[src/hdl/psc_pkg.sv]
// Package for the pressure compensation block: register map, widths and shift amounts.
`default_nettype none
package psc_pkg;

  localparam int unsigned AddrW   = 5;
  localparam int unsigned DataW   = 32;
  localparam int unsigned WordW   = 16;
  localparam int unsigned CountW  = 10;
  localparam int unsigned CoefW   = 16;
  localparam int unsigned AccW    = 32;
  localparam int unsigned IdxW    = 3;

  // Position of the 10-bit count inside a raw conversion word.
  localparam int unsigned CountLsb = 6;

  // Fixed-point shift amounts of the compensation polynomial.
  localparam int unsigned ShB1   = 14;
  localparam int unsigned ShA11  = 11;
  localparam int unsigned ShB2   = 15;
  localparam int unsigned ShA2   = 16;
  localparam int unsigned ShA0   = 10;
  localparam int unsigned ShPc   = 13;

  typedef logic signed [AccW-1:0]  acc_t;
  typedef logic signed [CoefW-1:0] coef_t;
  typedef logic [CountW-1:0]       count_t;

  typedef enum logic [IdxW-1:0] {
    REG_OFFSET_A0    = 3'd0,
    REG_SLOPE_B1     = 3'd1,
    REG_TEMP_COEF_B2 = 3'd2,
    REG_CROSS_C12    = 3'd3,
    REG_PRESSURE_C11 = 3'd4,
    REG_TEMP_SQ_C22  = 3'd5
  } reg_idx_t;

endpackage
`default_nettype wire

[src/hdl/pressure_sensor_compensation.sv]
// Top level of the barometric pressure compensation block: register file and six-stage pipeline.
`default_nettype none
//
//  Channel  Direction  Handshake                Payload
//  -------  ---------  -----------------------  --------------------------------------------
//  in_      input      in_valid / in_stall      in_pressure_word, in_temperature_word
//  out_     output     out_valid / out_stall    out_compensated_pressure, out_temperature_count
//  cfg      input      psel/penable/pwrite      paddr, pwdata, prdata, pready (always high)
//
// One transfer can be accepted in every cycle, as long as no result is held on the output
// under out_stall. The depth is set by the polynomial's chain of three multiply and add-shift
// steps, each product and each sum having a stage of its own.
// Reset (rst_n low, synchronous) clears the coefficients to zero and empties the pipeline.
// The whole pipeline advances together: while a result is held on the output under out_stall,
// every stage freezes and in_stall is raised, so nothing is lost or repeated. Bubbles move
// forward freely when the output stage is empty.
//
module pressure_sensor_compensation (
  input  wire logic                          clk,
  input  wire logic                          rst_n,
  // Input channel
  input  wire logic                          in_valid,
  output      logic                          in_stall,
  input  wire logic [psc_pkg::WordW-1:0]     in_pressure_word,
  input  wire logic [psc_pkg::WordW-1:0]     in_temperature_word,
  // Result channel
  output      logic                          out_valid,
  input  wire logic                          out_stall,
  output      logic signed [psc_pkg::WordW-1:0] out_compensated_pressure,
  output      logic [psc_pkg::CountW-1:0]    out_temperature_count,
  // Configuration port
  input  wire logic                          psel,
  input  wire logic                          penable,
  input  wire logic                          pwrite,
  input  wire logic [psc_pkg::AddrW-1:0]     paddr,
  input  wire logic [psc_pkg::DataW-1:0]     pwdata,
  output      logic [psc_pkg::DataW-1:0]     prdata,
  output      logic                          pready
);

  // ---------------------------------------------------------------------------
  // Calibration registers. Only the low 16 bits of a written word are kept, and a
  // write to an address beyond the sixth register has no effect.
  // ---------------------------------------------------------------------------
  psc_pkg::coef_t a0_r, b1_r, b2_r, c12_r, c11_r, c22_r;
  psc_pkg::reg_idx_t cfg_idx;
  logic              cfg_wr;

  assign pready  = 1'b1;
  assign cfg_idx = psc_pkg::reg_idx_t'(paddr[psc_pkg::AddrW-1:2]);
  assign cfg_wr  = psel && penable && pwrite;

  always_ff @(posedge clk) begin
    if (!rst_n) begin
      a0_r  <= '0;
      b1_r  <= '0;
      b2_r  <= '0;
      c12_r <= '0;
      c11_r <= '0;
      c22_r <= '0;
    end else if (cfg_wr) begin
      case (cfg_idx)
        psc_pkg::REG_OFFSET_A0:    a0_r  <= pwdata[psc_pkg::CoefW-1:0];
        psc_pkg::REG_SLOPE_B1:     b1_r  <= pwdata[psc_pkg::CoefW-1:0];
        psc_pkg::REG_TEMP_COEF_B2: b2_r  <= pwdata[psc_pkg::CoefW-1:0];
        psc_pkg::REG_CROSS_C12:    c12_r <= pwdata[psc_pkg::CoefW-1:0];
        psc_pkg::REG_PRESSURE_C11: c11_r <= pwdata[psc_pkg::CoefW-1:0];
        psc_pkg::REG_TEMP_SQ_C22:  c22_r <= pwdata[psc_pkg::CoefW-1:0];
        default: ;
      endcase
    end
  end

  // Reads return the coefficient sign-extended to the bus width.
  always_comb begin
    case (cfg_idx)
      psc_pkg::REG_OFFSET_A0:    prdata = psc_pkg::DataW'(a0_r);
      psc_pkg::REG_SLOPE_B1:     prdata = psc_pkg::DataW'(b1_r);
      psc_pkg::REG_TEMP_COEF_B2: prdata = psc_pkg::DataW'(b2_r);
      psc_pkg::REG_CROSS_C12:    prdata = psc_pkg::DataW'(c12_r);
      psc_pkg::REG_PRESSURE_C11: prdata = psc_pkg::DataW'(c11_r);
      psc_pkg::REG_TEMP_SQ_C22:  prdata = psc_pkg::DataW'(c22_r);
      default:                   prdata = '0;
    endcase
  end

  // Sign-extended copies of the coefficients in the accumulator width.
  psc_pkg::acc_t a0_x, b1_x, b2_x;
  assign a0_x = psc_pkg::acc_t'(a0_r);
  assign b1_x = psc_pkg::acc_t'(b1_r);
  assign b2_x = psc_pkg::acc_t'(b2_r);

  // ---------------------------------------------------------------------------
  // Pipeline control. All stages share one enable; the pipeline only holds when a
  // finished result is waiting on the output and the receiver is stalling.
  // ---------------------------------------------------------------------------
  logic adv;
  logic v1_r, v2_r, v3_r, v4_r, v5_r, out_valid_r;

  assign adv      = !(out_valid_r && out_stall);
  assign in_stall = !adv;

  always_ff @(posedge clk) begin
    if (!rst_n) begin
      v1_r        <= 1'b0;
      v2_r        <= 1'b0;
      v3_r        <= 1'b0;
      v4_r        <= 1'b0;
      v5_r        <= 1'b0;
      out_valid_r <= 1'b0;
    end else if (adv) begin
      v1_r        <= in_valid;
      v2_r        <= v1_r;
      v3_r        <= v2_r;
      v4_r        <= v3_r;
      v5_r        <= v4_r;
      out_valid_r <= v5_r;
    end
  end

  // ---------------------------------------------------------------------------
  // Stage 1: extract the counts and form the three coefficient-by-count products.
  // ---------------------------------------------------------------------------
  psc_pkg::count_t padc_in, tadc_in;
  logic signed [psc_pkg::CountW:0] padc_in_s, tadc_in_s;
  psc_pkg::acc_t c11x1_nxt, c12x2_nxt, c22x2_nxt;
  psc_pkg::count_t padc1_r, tadc1_r;
  psc_pkg::acc_t c11x1_1_r, c12x2_1_r, c22x2_1_r;

  assign padc_in   = in_pressure_word[psc_pkg::WordW-1:psc_pkg::CountLsb];
  assign tadc_in   = in_temperature_word[psc_pkg::WordW-1:psc_pkg::CountLsb];
  assign padc_in_s = $signed({1'b0, padc_in});
  assign tadc_in_s = $signed({1'b0, tadc_in});
  assign c11x1_nxt = psc_pkg::acc_t'(c11_r) * psc_pkg::acc_t'(padc_in_s);
  assign c12x2_nxt = psc_pkg::acc_t'(c12_r) * psc_pkg::acc_t'(tadc_in_s);
  assign c22x2_nxt = psc_pkg::acc_t'(c22_r) * psc_pkg::acc_t'(tadc_in_s);

  always_ff @(posedge clk) begin
    if (adv) begin
      padc1_r   <= padc_in;
      tadc1_r   <= tadc_in;
      c11x1_1_r <= c11x1_nxt;
      c12x2_1_r <= c12x2_nxt;
      c22x2_1_r <= c22x2_nxt;
    end
  end

  // ---------------------------------------------------------------------------
  // Stage 2: a11 and a2, each one add and an arithmetic shift.
  // ---------------------------------------------------------------------------
  psc_pkg::acc_t a11_sum, a11_nxt, a2_sum, a2_nxt;
  psc_pkg::count_t padc2_r, tadc2_r;
  psc_pkg::acc_t c12x2_2_r, a11_2_r, a2_2_r;

  assign a11_sum = (b1_x <<< psc_pkg::ShB1) + c11x1_1_r;
  assign a11_nxt = a11_sum >>> psc_pkg::ShB1;
  assign a2_sum  = (b2_x <<< psc_pkg::ShB2) + (c22x2_1_r >>> 1);
  assign a2_nxt  = a2_sum >>> psc_pkg::ShA2;

  always_ff @(posedge clk) begin
    if (adv) begin
      padc2_r   <= padc1_r;
      tadc2_r   <= tadc1_r;
      c12x2_2_r <= c12x2_1_r;
      a11_2_r   <= a11_nxt;
      a2_2_r    <= a2_nxt;
    end
  end

  // ---------------------------------------------------------------------------
  // Stage 3: a1 from a11, and the a2-by-temperature product.
  // ---------------------------------------------------------------------------
  psc_pkg::acc_t a1_sum, a1_nxt, a2x2_nxt;
  psc_pkg::count_t padc3_r, tadc3_r;
  psc_pkg::acc_t a1_3_r, a2x2_3_r;

  assign a1_sum   = (a11_2_r <<< psc_pkg::ShA11) + c12x2_2_r;
  assign a1_nxt   = a1_sum >>> psc_pkg::ShA11;
  assign a2x2_nxt = a2_2_r * psc_pkg::acc_t'($signed({1'b0, tadc2_r}));

  always_ff @(posedge clk) begin
    if (adv) begin
      padc3_r  <= padc2_r;
      tadc3_r  <= tadc2_r;
      a1_3_r   <= a1_nxt;
      a2x2_3_r <= a2x2_nxt;
    end
  end

  // ---------------------------------------------------------------------------
  // Stage 4: the a1-by-pressure product.
  // ---------------------------------------------------------------------------
  psc_pkg::acc_t a1x1_nxt;
  psc_pkg::count_t tadc4_r;
  psc_pkg::acc_t a1x1_4_r, a2x2_4_r;

  assign a1x1_nxt = a1_3_r * psc_pkg::acc_t'($signed({1'b0, padc3_r}));

  always_ff @(posedge clk) begin
    if (adv) begin
      tadc4_r  <= tadc3_r;
      a1x1_4_r <= a1x1_nxt;
      a2x2_4_r <= a2x2_3_r;
    end
  end

  // ---------------------------------------------------------------------------
  // Stage 5: y1, the offset term.
  // ---------------------------------------------------------------------------
  psc_pkg::acc_t y1_sum, y1_nxt;
  psc_pkg::count_t tadc5_r;
  psc_pkg::acc_t y1_5_r, a2x2_5_r;

  assign y1_sum = (a0_x <<< psc_pkg::ShA0) + a1x1_4_r;
  assign y1_nxt = y1_sum >>> psc_pkg::ShA0;

  always_ff @(posedge clk) begin
    if (adv) begin
      tadc5_r  <= tadc4_r;
      y1_5_r   <= y1_nxt;
      a2x2_5_r <= a2x2_4_r;
    end
  end

  // ---------------------------------------------------------------------------
  // Stage 6: the final sum, cut to 16 bits, held in the output register.
  // ---------------------------------------------------------------------------
  psc_pkg::acc_t pc_sum, pc_full;
  logic signed [psc_pkg::WordW-1:0] pcomp_r;
  psc_pkg::count_t tadc6_r;

  assign pc_sum  = (y1_5_r <<< psc_pkg::ShA0) + a2x2_5_r;
  assign pc_full = pc_sum >>> psc_pkg::ShPc;

  always_ff @(posedge clk) begin
    if (adv) begin
      pcomp_r <= pc_full[psc_pkg::WordW-1:0];
      tadc6_r <= tadc5_r;
    end
  end

  assign out_valid                = out_valid_r;
  assign out_compensated_pressure = pcomp_r;
  assign out_temperature_count    = tadc6_r;

endmodule
`default_nettype wire
[config.mk]
export PLATFORM = sky130hd
export DESIGN_NAME = pressure_sensor_compensation
export DESIGN_NICKNAME = d
export VERILOG_FILES = /design/src/hdl/psc_pkg.sv /design/src/hdl/pressure_sensor_compensation.sv
export SDC_FILE = /design/constraint.sdc
export NUM_CORES = 2
export LEC_CHECK = 0
export ABC_AREA = 0
export BUFFER_PORTS_ARGS = -buffer_cell sky130_fd_sc_hd__clkbuf_2
export CORE_MARGIN = 2
export CORE_UTILIZATION = 40
export DETAILED_ROUTE_END_ITERATION = 8
export GPL_ROUTABILITY_DRIVEN = 0
export PLACE_DENSITY = 0.6
export REMOVE_ABC_BUFFERS = 1
export SLEW_MARGIN = 0
export SYNTH_ARGS = -nofsm -noshare
export SYNTH_HDL_FRONTEND = slang
export SYNTH_SLANG_ARGS = --single-unit
[constraint.sdc]
create_clock -name clk -period 14.5 [get_ports clk]
set_clock_uncertainty 0.05 [all_clocks]
set_input_delay 3.625 -clock clk [delete_from_list [all_inputs] [get_ports clk]]
set_output_delay 3.625 -clock clk [all_outputs]
set_load 0.02 [all_outputs]
==> metrics.yaml <==
run_status:
  status: "finished, final reports clean"
grt:
  overflow: 0
  use_met3: 0.0328
  grt.busiest_layer: "met2"
  grt_use_total: 0.186
  use_met1: 0.261
  grt_pass1_vias: 31400
  grt_pass1_wl_um: 172000
  grt_max_degree: 103
  grtUsageMet2: 0.299
  antenna_found_initial: 10
setup_path:
  cpMostUsedCell: "fa_1"
  crit_chain: "clkbuf_2, nand2_1, fa_1, inv_1, fa_1, fa_1, fa_1, inv_1, fa_1, inv_1, ha_1, a2111oi_0, o21ai_1, a311oi_1, o31ai_1, a41o_1, o41ai_2, o21ai_1, nor4_1, nor3_1, xnor2_1"
  r2r_setup_slack_ns: 7.38
  end_kind: "flop"
  worstPathRequired_ns: 14.78
  crit_type: "in2reg"
  crit_fanout: 17
  cp.arrival_ns: 9.86
  cpMaxStageDelayCell: "fa_1"
  cp-start-kind: "input port"
  cpPeakStageDelay_ns: 0.56
floorplanning:
  initial_utilization: 0.404
  fp.dieW_um: 344
  fp-row-count: 124
  core_area_um2: 115000
  fp.dieH_um: 344
  fp.dieArea_um2: 119000
  pin_count: 137
detailed_routing:
  routedWlPerCell_um: 17.2
  antenna_left: 0
  viasPerCell: 4.92
  vias: 30500
  dr.pass1.iters: 8
  drt_wl_total_um: 107000
  route.detailed.drc: 0
  drtIter0Drc: 1919
layout:
  n_antenna_cell: 0
  final_nets: 5849
  drive_gt1_frac: 0.0448
  fillers: 11000
  stdcell_count: 6195
  final_cell_area_um2: 49600
  area_growth_pct: 7.00
placed_design:
  placed_cells: 6110
  dp_hpwl_um: 82800
  port_buffers: 105
  place_area_um2: 48000
clock_network:
  cts.htree.levels: 2
  post_cts_buffers: 0
  clk_pin_slew_worst_paths_ns: 0.06
  cts.sinks: 408
  clockBufferDepth: 3
  cts_tree: "done"
  cts_resized: 0
  cts_buffers: 46
  cts_root_buf: "clkbuf_16"
  clock_latency_ns: 0.59
  cts_hold_buffers: 0
synthesis:
  synth_xor_area_frac: 0.0312
  synth_seq_cells: 408
  synth_top_family_by_area: "adder cells"
  avgSynthCellArea_um2: 9.88
  synthDistinctLibCells: 70
  post-synth-top-area-fraction: 0.324
  async_flop_share: 0
  seq_area_frac_synth: 0.242
  synth_mux_area_frac: 0
  synth_top_cell_by_area: "fa_1"
  ys.warnings.count: 0
  synth_area_um2: 46300
  synth-main-ff-cell: "edfxtp_1"
  synth_simple_gate_area_frac: 0.139
  postSynthCellCount: 4689
  synth_edf_count: 306
  synth.area.top_cells: "fa_1, edfxtp_1, ha_1"
  synth_compound_area_frac: 0.0629
  yosys.area_share.adder: 0.426
sta:
  slew_viol_final: 0
  grt_setup_unrepaired: "false"
  fmax_ghz: 0.104
  fin_crit_ns: 9.58
  finalCritPeriodShare: 0.661
  finalSetupTns_ns: 0
  whs_ns: 0.361
  slew_headroom: 0.275
  final_hold_viol_count: 0
  worstMarginPinSlew_ns: 1.09
  setup-violations-final: 0
power_and_ir_drop:
  finalPower_uw: 3930
  vdd_drop_max_mv: 0.0875
  leakage_uw: 0.0244
  power_density_nw_per_um2: 79.2
job:
  drv_cap: 0
min_path:
  hold_path_class: "reg2reg"
[final cells by class]
cell class,instances,area [µm²],area share
sequential,408,11200,0.226
tap,1512,1890,0.0381
clock buffer,53,1200,0.0242
clock inverter,32,355,0.00717
multi-input combinational,3080,30600,0.616
inverter,993,3730,0.0752
timing repair buffer,117,616,0.0124
[where the power goes]
group / internal [µW] / switching [µW] / leakage [µW]
Combinational: 477 / 652 / 0.0193
Clock: 705 / 488 / 0.000749
Sequential: 1490 / 115 / 0.00431
Total: 2680 / 1250 / 0.0244
[final timing paths]
kind | startpoint | end | cells after the start
min reg2reg | a2x2_4_r[16] | a2x2_5_r[16] | 0
min | a2x2_4_r[16] | a2x2_5_r[16] | 0
max | in_pressure_word[11] | c11x1_1_r[30] | 21
max reg2reg | padc3_r[5] | a1x1_4_r[28] | 20
[cell usage in the layout, fill, tap and decap left out, types with 6 or more instances in the layout]
cell       instances
a21boi_0         108
clkinv_1           8
clkbuf_1           6
a21o_1            19
a21oi_1           83
clkbuf_2         105
nor2_1           107
bufinv_16          6
clkinv_2           6
nor2b_1           28
a22oi_1           48
nand2_1          714
buf_4             12
dfxtp_1          102
a211oi_1          11
xor2_1            33
o21ai_1           17
xnor2_1          132
edfxtp_1         306
fa_1             750
and2_1           377
o21ai_0           34
inv_1            993
or3_1              6
ha_1             377
clkbuf_16         47
nand2b_1          13
o21a_1            21
and3_1            13
a31oi_1            9
nand3_1           40
nor3_1            36
o21bai_1           8
[metal layers]
layer	share of wire	wire length, µm	up-vias
met5	0.00021	22	-
met4	0.021	2280	4
met3	0.075	7980	144
met2	0.46	48800	798
met1	0.45	47500	15300
li1	-	-	14300
[per-stage QoR]
stage / utilization / setup WS (ns)
3_3_place_gp: 0.419 / 4.33
4_1_cts: 0.433 / 4.88
2_1_floorplan: - / -1.07
3_5_place_dp: 0.419 / 4.28
5_1_grt: 0.433 / 4.51
6_report: 0.433 / 4.92
[sequential cells by signal, summed over array words and instances (netlist names), 16 cells and up]
name,flops
c22_r,16
c12x2_1_r,16
b2_r,16
out_compensated_pressure,16
a2_2_r,16
y1_5_r,19
a2x2_4_r,17
a11_2_r,18
b1_r,16
a2x2_5_r,17
a0_r,16
a2x2_3_r,17
a1_3_r,21
a1x1_4_r,19
c11_r,16
c12_r,16
c12x2_2_r,16
[cells in the mapped netlist, types with 3 or more instances]
master,number
inv_1,993
xnor2_1,132
o21bai_1,8
nand2_1,715
nor3_1,37
a21o_1,19
edfxtp_1,306
a31o_2,3
buf_4,17
and3_1,13
dfxtp_1,102
o211ai_1,5
or3_1,6
or2_2,5
a21oi_1,83
xor2_1,33
fa_1,750
a21boi_0,108
o31ai_1,3
nand3_1,40
o21a_1,21
a211o_1,5
nor2_1,107
nor3b_1,3
buf_1,5
and4_1,4
a2111oi_0,3
and2_1,377
nand4_1,5
and2_0,5
ha_1,377
nand4b_1,5
o21ai_1,17
a31oi_1,9
a41o_1,5
a22oi_1,48
nor2b_1,28
clkbuf_1,185
a311oi_1,3
nand2b_1,13
o41ai_1,5
o21ai_0,34
a211oi_1,11
[critical path, delay by kind of cell]
family          cells  cell delay [ns]
xor+xnor            1             0.14
fa+ha+maj           6             2.82
simple gates        3             0.46
buf+inv             4             0.54
compound gates      7             2.25
[cell families after synthesis]
group	Yosys count
AO/OA/AOI/OAI	418
AND/OR/NAND/NOR	1369
buffers and inverters	1201
flip-flops	408
other	1
adder cells (fa/ha/maj)	1127
XOR/XNOR	165
Power figures use the tool's default switching activity.
